**config.mk**
```make
export PLATFORM = sky130hd
export DESIGN_NAME = mvna_front
export DESIGN_NICKNAME = d
export VERILOG_FILES = /design/src/sv/mvna_pkg.sv /design/src/sv/mvna_front.sv
export SDC_FILE = /design/constraint.sdc
export NUM_CORES = 1
export LEC_CHECK = 0
export ABC_AREA = 0
export BUFFER_PORTS_ARGS = -buffer_cell sky130_fd_sc_hd__buf_2
export CORE_UTILIZATION = 45
export CTS_CLUSTER_SIZE = 10
export DETAILED_ROUTE_END_ITERATION = 6
export MAX_ROUTING_LAYER = met4
export PLACE_DENSITY_LB_ADDON = 0.08
export SETUP_SLACK_MARGIN = 0.5
export SLEW_MARGIN = 0
export SYNTH_ARGS = -nofsm -noshare
export SYNTH_HDL_FRONTEND = slang
export SYNTH_SLANG_ARGS = --single-unit
export TNS_END_PERCENT = 5
```
**constraint.sdc**
```tcl
create_clock -name clk -period 4.1 [get_ports clk]
set_clock_uncertainty 0.05 [all_clocks]
set_input_delay 0.41 -clock clk [delete_from_list [all_inputs] [get_ports clk]]
set_output_delay 0.41 -clock clk [all_outputs]
set_load 0.01 [all_outputs]
```
**src/sv/mvna_pkg.sv**
```systemverilog
`timescale 1ns / 1ps

package mvna_pkg;

  localparam int MAX_VERTICES = 128;
  localparam int IDX_W        = 7;
  localparam int POS_W        = 16;
  localparam int ACC_W        = 40;
  localparam int NRM_W        = 16;
  localparam int QDEPTH       = 4;
  localparam int QPTR_W       = 2;

  // Function codes of an input word.
  localparam logic [1:0] FUNC_LOAD   = 2'd0;
  localparam logic [1:0] FUNC_TRI    = 2'd1;
  localparam logic [1:0] FUNC_READ   = 2'd2;
  localparam logic [1:0] FUNC_UNUSED = 2'd3;

  typedef struct packed {
    logic [1:0]              func;
    logic [IDX_W-1:0]        vertex_index;
    logic signed [POS_W-1:0] pos_x;
    logic signed [POS_W-1:0] pos_y;
    logic signed [POS_W-1:0] pos_z;
    logic [IDX_W-1:0]        corner_a;
    logic [IDX_W-1:0]        corner_b;
    logic [IDX_W-1:0]        corner_c;
  } mvna_in_t;

  typedef struct packed {
    logic [IDX_W-1:0]        normal_index;
    logic signed [NRM_W-1:0] normal_x;
    logic signed [NRM_W-1:0] normal_y;
    logic signed [NRM_W-1:0] normal_z;
  } mvna_out_t;

  // Head of the command queue as seen by the back end.
  typedef struct packed {
    logic     valid;
    mvna_in_t item;
  } mvna_q_t;

endpackage

```
**src/sv/mvna_front.sv**
```systemverilog
`timescale 1ns / 1ps

module mvna_front import mvna_pkg::*; (
  input  logic     clk,
  input  logic     rst_n,
  input  logic     in_valid,
  output logic     in_ready,
  input  mvna_in_t in_data,
  output mvna_q_t  q_head,
  input  logic     q_pop
);

  mvna_in_t          fifo_r [QDEPTH];
  logic [QPTR_W-1:0] wr_ptr_r;
  logic [QPTR_W-1:0] rd_ptr_r;
  logic [QPTR_W:0]   count_r;
  logic              push;
  logic              pop;

  // Words with the unused function code are taken and dropped here.
  assign in_ready = (count_r != (QPTR_W+1)'(QDEPTH));
  assign push     = in_valid && in_ready && (in_data.func != FUNC_UNUSED);
  assign pop      = q_pop && (count_r != '0);

  assign q_head.valid = (count_r != '0);
  assign q_head.item  = fifo_r[rd_ptr_r];

  // Queue storage.
  always_ff @(posedge clk) begin
    if (push) begin
      fifo_r[wr_ptr_r] <= in_data;
    end
  end

  // Queue pointers and fill count.
  always_ff @(posedge clk) begin
    if (!rst_n) begin
      wr_ptr_r <= '0;
      rd_ptr_r <= '0;
      count_r  <= '0;
    end else begin
      if (push) begin
        wr_ptr_r <= wr_ptr_r + 1'b1;
      end
      if (pop) begin
        rd_ptr_r <= rd_ptr_r + 1'b1;
      end
      if (push && !pop) begin
        count_r <= count_r + 1'b1;
      end else if (pop && !push) begin
        count_r <= count_r - 1'b1;
      end
    end
  end

endmodule

```
==> flow_summary.json <==
{
  "initial_core_utilization": 0.463,
  "io_buffer_count": 161,
  "crit_required_ps": 3640,
  "clock_tree_from_tritoncts": "yes",
  "cts_buffer_depth": 3,
  "final.period_utilization": 0.667,
  "crit_path_cell_trace": "buf_4, mux4_2, buf_2",
  "mappedNetlistArea_um2": 11800,
  "postCtsResizedCells": 0,
  "fp-row-count": 58,
  "die_y_um": 164,
  "post_cts_buffers": 0,
  "syn-instance-count": 457,
  "final_core_utilization": 0.553,
  "postSynthRegisterBits": 321,
  "fmax_ghz": 0.366,
  "antenna_violating_nets_post_route": 0,
  "crit_path_start_kind": "flip-flop",
  "finalMaxSlewViolations": 0,
  "fp.dieArea_um2": 26800,
  "grt_antenna_before_repair": 4,
  "crit-reg2reg-capture": "count_r[2]$_SDFFE_PN0P_",
  "layout.cells.most_common": "edfxtp_1",
  "route.final.wire_length_um": 21700,
  "hold_start": "in_data[3]",
  "sw_frac": 0.248,
  "grt_max_degree": 70,
  "setup-violations-final": 0,
  "cap_viol_max_count": 0,
  "tns_ps": 0,
  "drc_errors": 0,
  "grt_overflow_total": 0,
  "ir_drop_uv": 346,
  "synthesis.area_per_instance_um2": 25.7,
  "tritoncts.num_buffers": 38,
  "crit_slowest_cell": "dfxtp_4",
  "clk_transition_reported_paths_ps": 50,
  "vias": 5278,
  "worstHoldPathType": "in2reg",
  "yosysSeqAreaShare": 0.812,
  "path_class": "reg2out",
  "cell_internal_pwr_mw": 6.53,
  "detail_route.first_pass.iterations": 4,
  "h_tree_levels": 2,
  "leading_cell_types_in_the_layout_fill_and_taps_excluded": "312 x edfxtp_1, 161 x buf_2, 78 x mux4_2",
  "clockPowerShare": 0.335,
  "dpl.hpwl_um": 12900,
  "num_io_pins": 162,
  "ys.warnings.count": 0,
  "worstMarginPinSlew_ps": 735,
  "timing.critical_path.to_type": "output pin",
  "grt_pass1_vias": 5678,
  "avgViaCountPerCell": 5.31,
  "cellLeakagePower_nw": 4.69,
  "finalWorstPathRequiredPeriod_ps": 2730,
  "ys_types": 24,
  "wl_per_cell_um": 21.8,
  "sequential_cell_fraction_of_total_power": 0.461,
  "hold-path-cell-count": 1,
  "p_switching_mw": 2.15,
  "postSynthNetCount": 545,
  "worst_slew_margin_rel": 0.510,
  "gp_routability_congestion": 0.729,
  "timing.critical_path.arrival_ps": 2270,
  "path_max_fanout": 34,
  "final_hold_viol_count": 0,
  "drive_above_1_share": 0.452,
  "critical_path_max_stage_delay_ps": 700,
  "ctsHoldBuffers": 0,
  "detailedRoute.firstIterationViolations": 283,
  "r2r_setup_slack_ps": 1460,
  "critical_path.reg2reg.startpoint": "count_r[0]$_SDFFE_PN0P_",
  "setup_repair_after_global_routing_missed_its_margin": "no",
  "grt_pass1_wl_um": 32800,
  "area.growth.synth_to_final_pct": 19.6,
  "die-width_um": 164,
  "ctsRootBufferMaster": "clkbuf_16",
  "comb_pwr_share": 0.204,
  "worst_r2r_path_depth": 8,
  "p_total_mw": 8.68,
  "result_of_the_run": "finished, final reports clean",
  "n_fill_cell": 1970,
  "design.core.area_um2": 25400,
  "globalRouteTotalUtil": 0.173,
  "cts.sinks": 321,
  "design.final.nets": 737,
  "worst_skew_pair.late_latency_ps": 500,
  "worst_hold_path.endpoint": "fifo_r[0][3]$_DFFE_PP_",
  "power_density_nw_per_um2": 618
}
==> critical path: cells and delay by family (launching register included) <==
kind	cells	cell delay (ps)
multiplexers	1	410
buffers and inverters	2	620
flip-flops	1	700
==> per-layer routing <==
metal,up-vias,global-route usage,routed length [um],share of wire
met5,-,-,0,0
met3,44,0.0442,1300,0.060
met4,0,0.0568,496,0.023
met2,148,0.276,10900,0.50
met1,2755,0.217,8960,0.41
li1,2331,-,-,-
==> stage by stage <==
step	cells	hold WS, ps	setup slack (ps)	cell area (um2)
after floorplan	457	418	790	11800
after detailed placement	939	477	1430	13000
final	994	68.6	1370	14100
after global placement	939	430	1490	13000
after global routing	994	46.9	1250	14100
after CTS	990	45.0	1300	14000
==> power by group through the flow <==
| stage | combinational [mW] | clock (mW) | sequential (mW) |
|---|---|---|---|
| after floorplan | 1.26 | 0 | 4.01 |
| after global placement | 1.80 | 0 | 4.06 |
| after detailed placement | 1.82 | 0 | 4.08 |
| after CTS | 1.82 | 3.00 | 4.01 |
| after global routing | 1.92 | 3.12 | 4.03 |
| final | 1.77 | 2.91 | 4.00 |
==> state kept, by name, indices dropped and copies added, names as in the netlist, named ones only <==
register  flops
count_r       3
fifo_r      312
rd_ptr_r      2
wr_ptr_r      2
==> worst max-delay path by stage <==
stage,start,to,slack [ps],cells past startpoint
final,flip-flop,q_head[70],1370,3
after global routing,flip-flop,q_head[13],1250,3
after CTS,flip-flop,q_head[13],1300,3
after detailed placement,in_data[76],count_r[2]$_SDFFE_PN0P_,1430,8
after global placement,in_data[76],fifo_r[3][34]$_DFFE_PP_,1490,4
after floorplan,count_r[0]$_SDFFE_PN0P_,fifo_r[0][0]$_DFFE_PP_,790,3
==> Yosys cell counts, drive strengths merged <==
library cell | instances | area share
a21boi | 1 | 0.00064
dfxtp | 9 | 0.015
nor2b | 1 | 0.00053
xor2 | 1 | 0.00075
o311ai | 1 | 0.00075
o31ai | 1 | 0.00064
edfxtp | 312 | 0.80
buf | 13 | 0.011
nor2 | 1 | 0.00032
xnor2 | 3 | 0.0022
ha | 5 | 0.0053
and2 | 8 | 0.0043
mux4 | 78 | 0.15
fa | 1 | 0.0017
nand2 | 5 | 0.0016
or3 | 2 | 0.0011
a221oi | 1 | 0.0013
mux2i | 3 | 0.0026
inv | 4 | 0.0013
o21ai | 1 | 0.00043
clkbuf | 6 | 0.0019
==> cell families (layout without fill, tap and decap cells) <==
kind of cell             after synthesis  count (layout)  share of synthesized area
flip-flops                           321             321                      0.812
multiplexers                          81              81                      0.152
AND/OR/NAND/NOR                       17              17                    0.00777
other                                  0               4                          0
adder cells (fa/ha/maj)                6               6                    0.00703
XOR/XNOR                               4               4                    0.00298
buffers and inverters                 23             226                     0.0142
AO/OA/AOI/OAI                          5               5                    0.00373
==> final cells by class <==
cell class              count  area [um2]  share of cell area
diodes                      4        10.0            0.000712
well taps                 330         413              0.0294
flip-flops and latches    321        9560               0.680
inverters                   4        15.0             0.00107
clock inverters             1        7.51            0.000534
multi-input cells         113        2050               0.146
clock buffers              50        1060              0.0754
repair buffers            171         943              0.0671
Note: power is estimated with default switching activity, not from simulation.
